File: src/sorted_timer_queue_top_defines.svh
// Assertion macros shared by the sorted timer queue RTL.
`ifndef SORTED_TIMER_QUEUE_TOP_DEFINES_SVH
`define SORTED_TIMER_QUEUE_TOP_DEFINES_SVH

// Same-cycle implication, disabled while reset is asserted.
`define STQ_ASSERT_NOW(label, clk, rst_n, ante, cons) \
    label: assert property (@(posedge clk) disable iff (!(rst_n)) (ante) |-> (cons)) \
        else $error("sorted timer queue: same-cycle check failed");

// Next-cycle implication, disabled while reset is asserted.
`define STQ_ASSERT_NEXT(label, clk, rst_n, ante, cons) \
    label: assert property (@(posedge clk) disable iff (!(rst_n)) (ante) |=> (cons)) \
        else $error("sorted timer queue: next-cycle check failed");

`endif

File: src/stq_pkg.sv
// Types, codes and defaults for the sorted timer queue.
package stq_pkg;

    localparam int DEFAULT_DEPTH     = 16;
    localparam int DEFAULT_TIME_BITS = 32;
    localparam int MAX_RESULTS       = 16;

    localparam logic [1:0] MODE_ADD  = 2'd0;
    localparam logic [1:0] MODE_DEL  = 2'd1;
    localparam logic [1:0] MODE_TICK = 2'd2;

    localparam logic [2:0] KIND_ADDED     = 3'd0;
    localparam logic [2:0] KIND_REJECTED  = 3'd1;
    localparam logic [2:0] KIND_DELETED   = 3'd2;
    localparam logic [2:0] KIND_NOT_FOUND = 3'd3;
    localparam logic [2:0] KIND_EXPIRED   = 3'd4;
    localparam logic [2:0] KIND_TICK_NONE = 3'd5;

    typedef struct packed {
        logic [1:0]  mode;
        logic [7:0]  timer_id;
        logic [15:0] delay;
    } t_in_item;

    typedef struct packed {
        logic [2:0]  kind;
        logic [7:0]  timer_id_res;
        logic [31:0] expire_time;
        logic [31:0] next_delay;
        logic        armed;
        logic        last;
    } t_res_item;

endpackage

File: src/sorted_timer_queue_top.sv
// Sorted one-shot timer queue: sequencer around a dual-port timer memory.
//
//  channel | direction | handshake          | payload
//  --------+-----------+--------------------+------------------------
//  input   | in        | i_valid / o_ready  | i_item (mode, id, delay)
//  result  | out       | o_valid / i_ready  | o_res  (one timer event)
//
// An item scans or shifts the N queued timers and then waits on i_ready for its
// results: every entry visited by a scan or a shift passes a state that reads the
// timer memory (registered read) and a state that uses the data.
// A tick that expires P timers also passes S_EMIT_RD, S_EMIT_LD and S_OUT per result
// and S_CMP_RD, S_CMP_WR per entry moved when the survivors slide to the head.
// Synchronous reset clears occupancy and time; the memory is not cleared.
// o_ready is low from acceptance until the last result of that item is taken and,
// on a tick, until the survivors have moved to the head.
`include "sorted_timer_queue_top_defines.svh"

module sorted_timer_queue_top #(
    parameter int DEPTH     = stq_pkg::DEFAULT_DEPTH,
    parameter int TIME_BITS = stq_pkg::DEFAULT_TIME_BITS
) (
    input  logic               i_clk,
    input  logic               i_rst_n,
    input  logic               i_valid,
    output logic               o_ready,
    input  stq_pkg::t_in_item  i_item,
    output logic               o_valid,
    input  logic               i_ready,
    output stq_pkg::t_res_item o_res
);

    localparam int AW      = (DEPTH > 1) ? $clog2(DEPTH) : 1;
    localparam int CW      = $clog2(DEPTH + 1);
    localparam int SCAN_CAP = (DEPTH < stq_pkg::MAX_RESULTS) ? DEPTH : stq_pkg::MAX_RESULTS;

    typedef enum logic [13:0] {
        S_IDLE     = 14'b00000000000001,
        S_SCAN_RD  = 14'b00000000000010,
        S_SCAN_CHK = 14'b00000000000100,
        S_INS_RD   = 14'b00000000001000,
        S_INS_WR   = 14'b00000000010000,
        S_DEL_RD   = 14'b00000000100000,
        S_DEL_WR   = 14'b00000001000000,
        S_HEAD_RD  = 14'b00000010000000,
        S_HEAD_CHK = 14'b00000100000000,
        S_EMIT_RD  = 14'b00001000000000,
        S_EMIT_LD  = 14'b00010000000000,
        S_OUT      = 14'b00100000000000,
        S_CMP_RD   = 14'b01000000000000,
        S_CMP_WR   = 14'b10000000000000
    } t_state;

    t_state               r_state, n_state;
    logic [CW-1:0]        r_occ, n_occ;
    logic [TIME_BITS-1:0] r_now, n_now;
    logic [1:0]           r_mode, n_mode;
    logic [7:0]           r_id, n_id;
    logic [TIME_BITS-1:0] r_key, n_key;
    logic [CW-1:0]        r_idx, n_idx;
    logic [CW-1:0]        r_ptr, n_ptr;
    logic [CW-1:0]        r_pop, n_pop;
    logic [2:0]           r_kind, n_kind;
    logic [7:0]           r_rid, n_rid;
    logic [31:0]          r_rexp, n_rexp;
    logic [31:0]          r_nd, n_nd;
    logic                 r_armed, n_armed;
    logic                 r_last, n_last;

    logic [TIME_BITS-1:0] r_mem_exp [DEPTH];
    logic [7:0]           r_mem_id  [DEPTH];
    logic [TIME_BITS-1:0] r_rd_exp;
    logic [7:0]           r_rd_id;

    logic [CW-1:0]        rd_sel;
    logic                 wr_en;
    logic [CW-1:0]        wr_sel;
    logic [TIME_BITS-1:0] wr_exp;
    logic [7:0]           wr_id;

    logic                 is_tick;
    logic [TIME_BITS:0]   add_sum;
    logic [TIME_BITS-1:0] add_exp;
    logic [TIME_BITS-1:0] cmp_b;
    logic                 cmp_le;
    logic [TIME_BITS-1:0] diff;
    logic [CW-1:0]        occ_after;
    logic                 scan_cont;
    logic                 in_fire;

    assign is_tick  = (r_mode == stq_pkg::MODE_TICK);
    assign in_fire  = i_valid && o_ready;
    assign o_ready  = (r_state == S_IDLE);
    assign o_valid  = (r_state == S_OUT);

    // Saturating expiry for an add
    assign add_sum = {1'b0, r_now} + (TIME_BITS + 1)'(i_item.delay);
    assign add_exp = add_sum[TIME_BITS] ? {TIME_BITS{1'b1}} : add_sum[TIME_BITS-1:0];

    // Shared compare and subtract on the memory read data
    assign cmp_b  = (r_state == S_SCAN_CHK && r_mode == stq_pkg::MODE_ADD) ? r_key : r_now;
    assign cmp_le = (r_rd_exp <= cmp_b);
    assign diff   = r_rd_exp - r_now;

    assign occ_after = is_tick ? (r_occ - r_pop) : r_occ;

    always_comb begin
        case (r_mode)
            stq_pkg::MODE_DEL: scan_cont = (r_rd_id != r_id);
            default:           scan_cont = cmp_le;
        endcase
    end

    assign o_res.kind         = r_kind;
    assign o_res.timer_id_res = r_rid;
    assign o_res.expire_time  = r_rexp;
    assign o_res.next_delay   = r_nd;
    assign o_res.armed        = r_armed;
    assign o_res.last         = r_last;

    always_comb begin
        n_state = r_state;
        n_occ   = r_occ;
        n_now   = r_now;
        n_mode  = r_mode;
        n_id    = r_id;
        n_key   = r_key;
        n_idx   = r_idx;
        n_ptr   = r_ptr;
        n_pop   = r_pop;
        n_kind  = r_kind;
        n_rid   = r_rid;
        n_rexp  = r_rexp;
        n_nd    = r_nd;
        n_armed = r_armed;
        n_last  = r_last;
        rd_sel  = r_idx;
        wr_en   = 1'b0;
        wr_sel  = r_ptr;
        wr_exp  = r_rd_exp;
        wr_id   = r_rd_id;

        case (r_state)
            S_IDLE: begin
                if (in_fire) begin
                    n_mode = i_item.mode;
                    n_id   = i_item.timer_id;
                    n_idx  = '0;
                    n_pop  = '0;
                    case (i_item.mode)
                        stq_pkg::MODE_ADD: begin
                            n_key = add_exp;
                            if (r_occ >= CW'(DEPTH)) begin
                                n_kind  = stq_pkg::KIND_REJECTED;
                                n_rid   = i_item.timer_id;
                                n_rexp  = 32'(add_exp);
                                n_last  = 1'b1;
                                n_state = S_HEAD_RD;
                            end else begin
                                n_state = S_SCAN_RD;
                            end
                        end
                        stq_pkg::MODE_DEL: begin
                            n_state = S_SCAN_RD;
                        end
                        stq_pkg::MODE_TICK: begin
                            if (r_now != {TIME_BITS{1'b1}}) begin
                                n_now = r_now + 1'b1;
                            end
                            n_state = S_SCAN_RD;
                        end
                        default: begin
                            // unused mode: drop the transaction
                            n_state = S_IDLE;
                        end
                    endcase
                end
            end

            S_SCAN_RD: begin
                rd_sel = r_idx;
                if (r_idx >= r_occ || (is_tick && r_idx >= CW'(SCAN_CAP))) begin
                    case (r_mode)
                        stq_pkg::MODE_ADD: begin
                            n_ptr   = r_occ;
                            n_state = S_INS_RD;
                        end
                        stq_pkg::MODE_DEL: begin
                            n_kind  = stq_pkg::KIND_NOT_FOUND;
                            n_rid   = r_id;
                            n_rexp  = '0;
                            n_last  = 1'b1;
                            n_state = S_HEAD_RD;
                        end
                        default: begin
                            n_pop   = r_idx;
                            n_kind  = stq_pkg::KIND_TICK_NONE;
                            n_rid   = '0;
                            n_rexp  = '0;
                            n_last  = 1'b1;
                            n_state = S_HEAD_RD;
                        end
                    endcase
                end else begin
                    n_state = S_SCAN_CHK;
                end
            end

            S_SCAN_CHK: begin
                if (scan_cont) begin
                    n_idx   = r_idx + 1'b1;
                    n_state = S_SCAN_RD;
                end else begin
                    case (r_mode)
                        stq_pkg::MODE_ADD: begin
                            n_ptr   = r_occ;
                            n_state = S_INS_RD;
                        end
                        stq_pkg::MODE_DEL: begin
                            n_key   = r_rd_exp;
                            n_ptr   = r_idx;
                            n_state = S_DEL_RD;
                        end
                        default: begin
                            n_pop   = r_idx;
                            n_kind  = stq_pkg::KIND_TICK_NONE;
                            n_rid   = '0;
                            n_rexp  = '0;
                            n_last  = 1'b1;
                            n_state = S_HEAD_RD;
                        end
                    endcase
                end
            end

            S_INS_RD: begin
                rd_sel = r_ptr - 1'b1;
                if (r_ptr == r_idx) begin
                    wr_en   = 1'b1;
                    wr_sel  = r_idx;
                    wr_exp  = r_key;
                    wr_id   = r_id;
                    n_occ   = r_occ + 1'b1;
                    n_kind  = stq_pkg::KIND_ADDED;
                    n_rid   = r_id;
                    n_rexp  = 32'(r_key);
                    n_last  = 1'b1;
                    n_state = S_HEAD_RD;
                end else begin
                    n_state = S_INS_WR;
                end
            end

            S_INS_WR: begin
                // move one entry toward the tail
                wr_en   = 1'b1;
                wr_sel  = r_ptr;
                n_ptr   = r_ptr - 1'b1;
                n_state = S_INS_RD;
            end

            S_DEL_RD: begin
                rd_sel = r_ptr + 1'b1;
                if (r_ptr + 1'b1 >= r_occ) begin
                    n_occ   = r_occ - 1'b1;
                    n_kind  = stq_pkg::KIND_DELETED;
                    n_rid   = r_id;
                    n_rexp  = 32'(r_key);
                    n_last  = 1'b1;
                    n_state = S_HEAD_RD;
                end else begin
                    n_state = S_DEL_WR;
                end
            end

            S_DEL_WR: begin
                wr_en   = 1'b1;
                wr_sel  = r_ptr;
                n_ptr   = r_ptr + 1'b1;
                n_state = S_DEL_RD;
            end

            S_HEAD_RD: begin
                // new head sits past the expired run on a tick
                rd_sel = is_tick ? r_pop : '0;
                if (occ_after == '0) begin
                    n_nd    = '0;
                    n_armed = 1'b0;
                    if (is_tick && r_pop != '0) begin
                        n_idx   = '0;
                        n_state = S_EMIT_RD;
                    end else begin
                        n_state = S_OUT;
                    end
                end else begin
                    n_state = S_HEAD_CHK;
                end
            end

            S_HEAD_CHK: begin
                n_armed = 1'b1;
                n_nd    = cmp_le ? 32'd0 : 32'(diff);
                if (is_tick && r_pop != '0) begin
                    n_idx   = '0;
                    n_state = S_EMIT_RD;
                end else begin
                    n_state = S_OUT;
                end
            end

            S_EMIT_RD: begin
                rd_sel  = r_idx;
                n_state = S_EMIT_LD;
            end

            S_EMIT_LD: begin
                n_kind  = stq_pkg::KIND_EXPIRED;
                n_rid   = r_rd_id;
                n_rexp  = 32'(r_rd_exp);
                n_last  = (r_idx + 1'b1 == r_pop);
                n_state = S_OUT;
            end

            S_OUT: begin
                if (i_ready) begin
                    if (is_tick && r_pop != '0) begin
                        if (r_idx + 1'b1 < r_pop) begin
                            n_idx   = r_idx + 1'b1;
                            n_state = S_EMIT_RD;
                        end else begin
                            n_ptr   = '0;
                            n_state = S_CMP_RD;
                        end
                    end else begin
                        n_state = S_IDLE;
                    end
                end
            end

            S_CMP_RD: begin
                // slide the survivors to the head
                rd_sel = r_ptr + r_pop;
                if (r_ptr + r_pop >= r_occ) begin
                    n_occ   = r_occ - r_pop;
                    n_state = S_IDLE;
                end else begin
                    n_state = S_CMP_WR;
                end
            end

            S_CMP_WR: begin
                wr_en   = 1'b1;
                wr_sel  = r_ptr;
                n_ptr   = r_ptr + 1'b1;
                n_state = S_CMP_RD;
            end

            default: begin
                n_state = S_IDLE;
            end
        endcase
    end

    always_ff @(posedge i_clk) begin
        if (!i_rst_n) begin
            r_state <= S_IDLE;
            r_occ   <= '0;
            r_now   <= '0;
        end else begin
            r_state <= n_state;
            r_occ   <= n_occ;
            r_now   <= n_now;
        end
    end

    always_ff @(posedge i_clk) begin
        r_mode  <= n_mode;
        r_id    <= n_id;
        r_key   <= n_key;
        r_idx   <= n_idx;
        r_ptr   <= n_ptr;
        r_pop   <= n_pop;
        r_kind  <= n_kind;
        r_rid   <= n_rid;
        r_rexp  <= n_rexp;
        r_nd    <= n_nd;
        r_armed <= n_armed;
        r_last  <= n_last;
    end

    // Timer memory: one write port, one registered read port
    always_ff @(posedge i_clk) begin
        if (wr_en) begin
            r_mem_exp[wr_sel[AW-1:0]] <= wr_exp;
            r_mem_id[wr_sel[AW-1:0]]  <= wr_id;
        end
        r_rd_exp <= r_mem_exp[rd_sel[AW-1:0]];
        r_rd_id  <= r_mem_id[rd_sel[AW-1:0]];
    end

    `STQ_ASSERT_NOW(a_occ_bound, i_clk, i_rst_n, 1'b1, r_occ <= CW'(DEPTH))
    `STQ_ASSERT_NOW(a_idle_no_result, i_clk, i_rst_n, o_valid, !o_ready)
    `STQ_ASSERT_NOW(a_disarmed_zero, i_clk, i_rst_n, o_valid && !o_res.armed, o_res.next_delay == 32'd0)
    `STQ_ASSERT_NOW(a_emit_in_run, i_clk, i_rst_n, r_state == S_EMIT_RD, r_idx < r_pop)
    `STQ_ASSERT_NEXT(a_last_frees, i_clk, i_rst_n, o_valid && i_ready && o_res.last && !is_tick, o_ready)

endmodule
File: config.mk
export PLATFORM = sky130hd
export DESIGN_NAME = sorted_timer_queue_top
export DESIGN_NICKNAME = d
export VERILOG_FILES = /design/src/stq_pkg.sv /design/src/sorted_timer_queue_top.sv
export VERILOG_INCLUDE_DIRS = /design/src /design/src/src
export SDC_FILE = /design/constraint.sdc
export NUM_CORES = 2
export LEC_CHECK = 0
export ABC_AREA = 1
export ABC_CLOCK_PERIOD_IN_PS = 5900
export BUFFER_PORTS_ARGS = -buffer_cell sky130_fd_sc_hd__buf_2
export CORE_UTILIZATION = 63
export CTS_CLUSTER_DIAMETER = 200
export DETAILED_ROUTE_END_ITERATION = 16
export PLACE_DENSITY = 0.81
export SETUP_SLACK_MARGIN = 0.05
export SLEW_MARGIN = 0
export SYNTH_ARGS = -nofsm -noshare
export SYNTH_HDL_FRONTEND = slang
export SYNTH_SLANG_ARGS = --single-unit
File: constraint.sdc
create_clock -name i_clk -period 5.9 [get_ports i_clk]
set_input_delay 1.18 -clock i_clk [delete_from_list [all_inputs] [get_ports i_clk]]
set_output_delay 1.18 -clock i_clk [all_outputs]
set_load 0.005 [all_outputs]
==> impl_metrics.py <==
metrics = {
    "clock_network": {
        "postCtsSetupRepairBufs": 0,
        "clock_sinks": 865,
        "htree_levels": 3,
        "clock_path_buffers": 3,
        "cts_resized": 0,
        "worstSkewPairLatency_ps": 660,
        "cts_root_buf": "clkbuf_16",
        "cts.clk_slew.worst_paths_ps": 70,
        "cts_hold_buf": 0,
        "tritoncts": "built",
        "cts_buffers": 88,
    },
    "yosys": {
        "yosysWarnings": 0,
        "synthAdderAreaFrac_pct": 3.56,
        "synth_edf_count": 774,
        "synthCells": 4715,
        "yosysSeqAreaShare_pct": 57.1,
        "syn_avg_cell_area_sq_um": 9.31,
        "synth.ff_latch_count": 865,
        "synthArstFlopShare_pct": 0,
        "synth_xor_area_share_pct": 1.34,
        "synth_compound_area_share_pct": 5.05,
        "yosysUniqueCellTypes": 48,
        "synth.area.mux_share_pct": 0.279,
        "synthFlopType": "edfxtp_1",
        "syn_area_sq_mm": 0.0439,
        "synth_top_family_by_area": "simple AND/OR/NAND/NOR gates",
        "synth_fp_nets": 4867,
        "yosys.area_share.simple_pct": 24.1,
    },
    "sta": {
        "period_share_pct": 86.6,
        "max_freq_ghz": 0.196,
        "period_needed_ps": 5110,
        "fin_setup_tns_ps": 0,
        "whs_ps": 524,
        "worst_pin_slew_ps": 1370,
        "max_slew_margin_pct": 8.04,
        "hold_violations": 0,
        "grt_setup_unrepaired": "no",
        "fin_skew_ps": 33.4,
        "finalMaxSlewViolations": 0,
        "setup_violations": 0,
    },
    "die": {
        "core-area_sq_mm": 0.0688,
        "placementRows": 96,
        "die_x_um": 266,
        "num_io_pins": 109,
        "die_y_um": 266,
        "start_util_pct": 63.8,
        "dieArea_sq_mm": 0.0708,
    },
    "worst_hold_path": {
        "worstHoldPathType": "flip-flop to flip-flop",
    },
    "place": {
        "hpwl_um": 80400,
        "place_congestion": 1.02,
        "portBuffers": 108,
        "place_inst": 5603,
    },
    "global_routing": {
        "grt_max_degree": 161,
        "grt_pass1_vias": 32464,
        "grt_pass1_wl_um": 190000,
        "grt_use_total_pct": 35.3,
        "antenna_found_initial": 1,
        "overflow": 0,
    },
    "route": {
        "drt_iter0_markers": 4837,
        "post-route-drc-count": 0,
        "wirelength_um": 126000,
        "wl_per_cell_um": 21.8,
        "vias": 34772,
        "drtPass1Iterations": 8,
        "via_per_inst": 6.03,
        "final_antenna_net_count": 0,
    },
    "worst_setup_path": {
        "path_buf_inv": 3,
        "path_common_cell": "nand2_1",
        "path_class": "flip-flop to flip-flop",
        "slowest_stage": "nand2_2",
        "crit_chain": "nor2_2, nand2_1, nor2_4, nand2_1, inv_1, nand2_2, o21ai_0, inv_1, ha_1, nand2_1, nor3_1, and3_1, nand2_1, nand2_1, nand2_1, nand2_1, nand2_1, nand2_1, nand2_1, nor2_4, buf_4",
        "crit_fanout": 63,
        "worstPathRequired_ps": 6170,
        "cp-start-kind": "flip-flop",
        "arrival_ps": 5380,
        "critPathTopFamily": "simple AND/OR/NAND/NOR gates",
        "cp_slowest_stage_delay_ps": 540,
        "endpoint_kind": "flip-flop",
    },
    "job": {
        "max-cap-violations": 0,
    },
    "pwr": {
        "p_leak_uw": 0.0204,
        "vdd_drop_max_mv": 0.239,
        "p_per_area_mw_per_mm2": 341,
    },
    "final_layout": {
        "final_nets": 4914,
        "layout-drive-gt1-share_pct": 8.37,
        "nFillCells": 5008,
        "layout_common_cells": "985 x nand2_1, 823 x nand3_1, 774 x edfxtp_1",
        "instances_no_fill": 5768,
        "mostFrequentLayoutCell": "nand2_1",
        "final_core_util_pct": 70.1,
        "syn_to_final_growth_pct": 9.84,
        "diodes": 0,
    },
    "status": {
        "status": "completed",
    },
}
## cells by family after synthesis
| family | after synthesis |
|---|---|
| adders and majority gates | 122 |
| DFF | 865 |
| muxes | 11 |
| buffers and inverters | 938 |
| xor gates and xnor gates | 67 |
| AOI/OAI and AO/OA | 399 |
| and+or+nand+nor | 2313 |
## through the flow
step	setup slack (ps)	power (uW)	cell area [sq um]
floorplan	1050	9690	43900
global placement	677	10800	45400
detailed placement	569	10900	45400
CTS	508	16400	48200
global route	402	17000	48200
finish	792	16500	48200
## worst min-delay path, cell delays in order, from the launching register on
cell     delay (ps)
dfxtp_1         340
nand2_1          80
a21oi_1          60
## area by class of cell
class	instances	area (sq um)	area share (%)
flip-flops and latches	865	25100	52.0
multi-input cells	2912	15300	31.7
inverters	718	2700	5.60
clock buffers	108	2320	4.80
well taps	931	1160	2.42
repair buffers	177	1160	2.40
clock inverters	57	541	1.12
## state kept, by name, indices dropped and copies added, names as in the netlist, 8 cells and up
register,cells
r_id,8
r_key,32
r_mem_exp,512
r_mem_id,128
r_nd,32
r_now,32
r_rd_exp,32
r_rd_id,8
r_rexp,32
r_rid,8
r_state,14
## final timing paths
| kind | from | to | slack (ps) | cells past startpoint |
|---|---|---|---|---|
| hold reg to reg | r_now[28] | r_now[28] | 520 | 2 |
| setup / recovery | r_state[8] | r_rexp[8] | 790 | 21 |
| setup reg to reg | r_state[8] | r_rexp[8] | 790 | 21 |
| hold / removal | r_now[28] | r_now[28] | 520 | 2 |
## cell usage after synthesis (3+ instances only)
master | instances | area share, %
buf_4 | 16 | 0.27
or2_2 | 22 | 0.31
nor2_2 | 10 | 0.14
edfxtp_1 | 774 | 53
inv_2 | 11 | 0.094
inv_1 | 706 | 6.0
and3_1 | 3 | 0.043
o21ai_1 | 28 | 0.32
a31oi_1 | 16 | 0.23
a21oi_1 | 166 | 1.9
buf_1 | 7 | 0.060
nor3b_1 | 4 | 0.068
nand2_1 | 987 | 8.4
nor3_1 | 44 | 0.50
nor2_1 | 221 | 1.9
o211ai_1 | 7 | 0.12
nand4_1 | 38 | 0.54
nor3_2 | 5 | 0.11
clkbuf_1 | 53 | 0.45
o21a_1 | 10 | 0.17
nor4_1 | 9 | 0.13
a21o_1 | 7 | 0.12
a22oi_1 | 32 | 0.55
nand3b_1 | 126 | 2.2
fa_1 | 5 | 0.23
dfxtp_1 | 91 | 4.1
nor2_4 | 6 | 0.15
nand3_1 | 823 | 9.4
a21boi_0 | 6 | 0.10
nand2_2 | 10 | 0.14
buf_2 | 143 | 1.6
o21ai_0 | 111 | 1.3
xnor2_1 | 18 | 0.36
mux2_1 | 3 | 0.077
o21bai_1 | 6 | 0.10
o2111ai_1 | 5 | 0.10
mux2_2 | 7 | 0.18
ha_1 | 117 | 3.3
xor2_1 | 49 | 0.98
## layer usage
metal  global-route usage, %  vias up  share of wire [%]  wire length, um
met4                    13.8        2                3.8             4740
met2                    55.1     2148                 46            57800
li1                        -    15939                  -                -
met5                       0        -              0.016               20
met1                    50.0    16367                 39            49200
met3                    5.17      316                 11            13800
## report_power, final
part | switching (uW) | total (uW) | internal (uW)
clock network | 2420 | 5550 | 3130
logic | 2370 | 3320 | 952
registers | 316 | 7600 | 7280
total | 5110 | 16500 | 11400
Note: power is estimated with default switching activity, not from simulation.
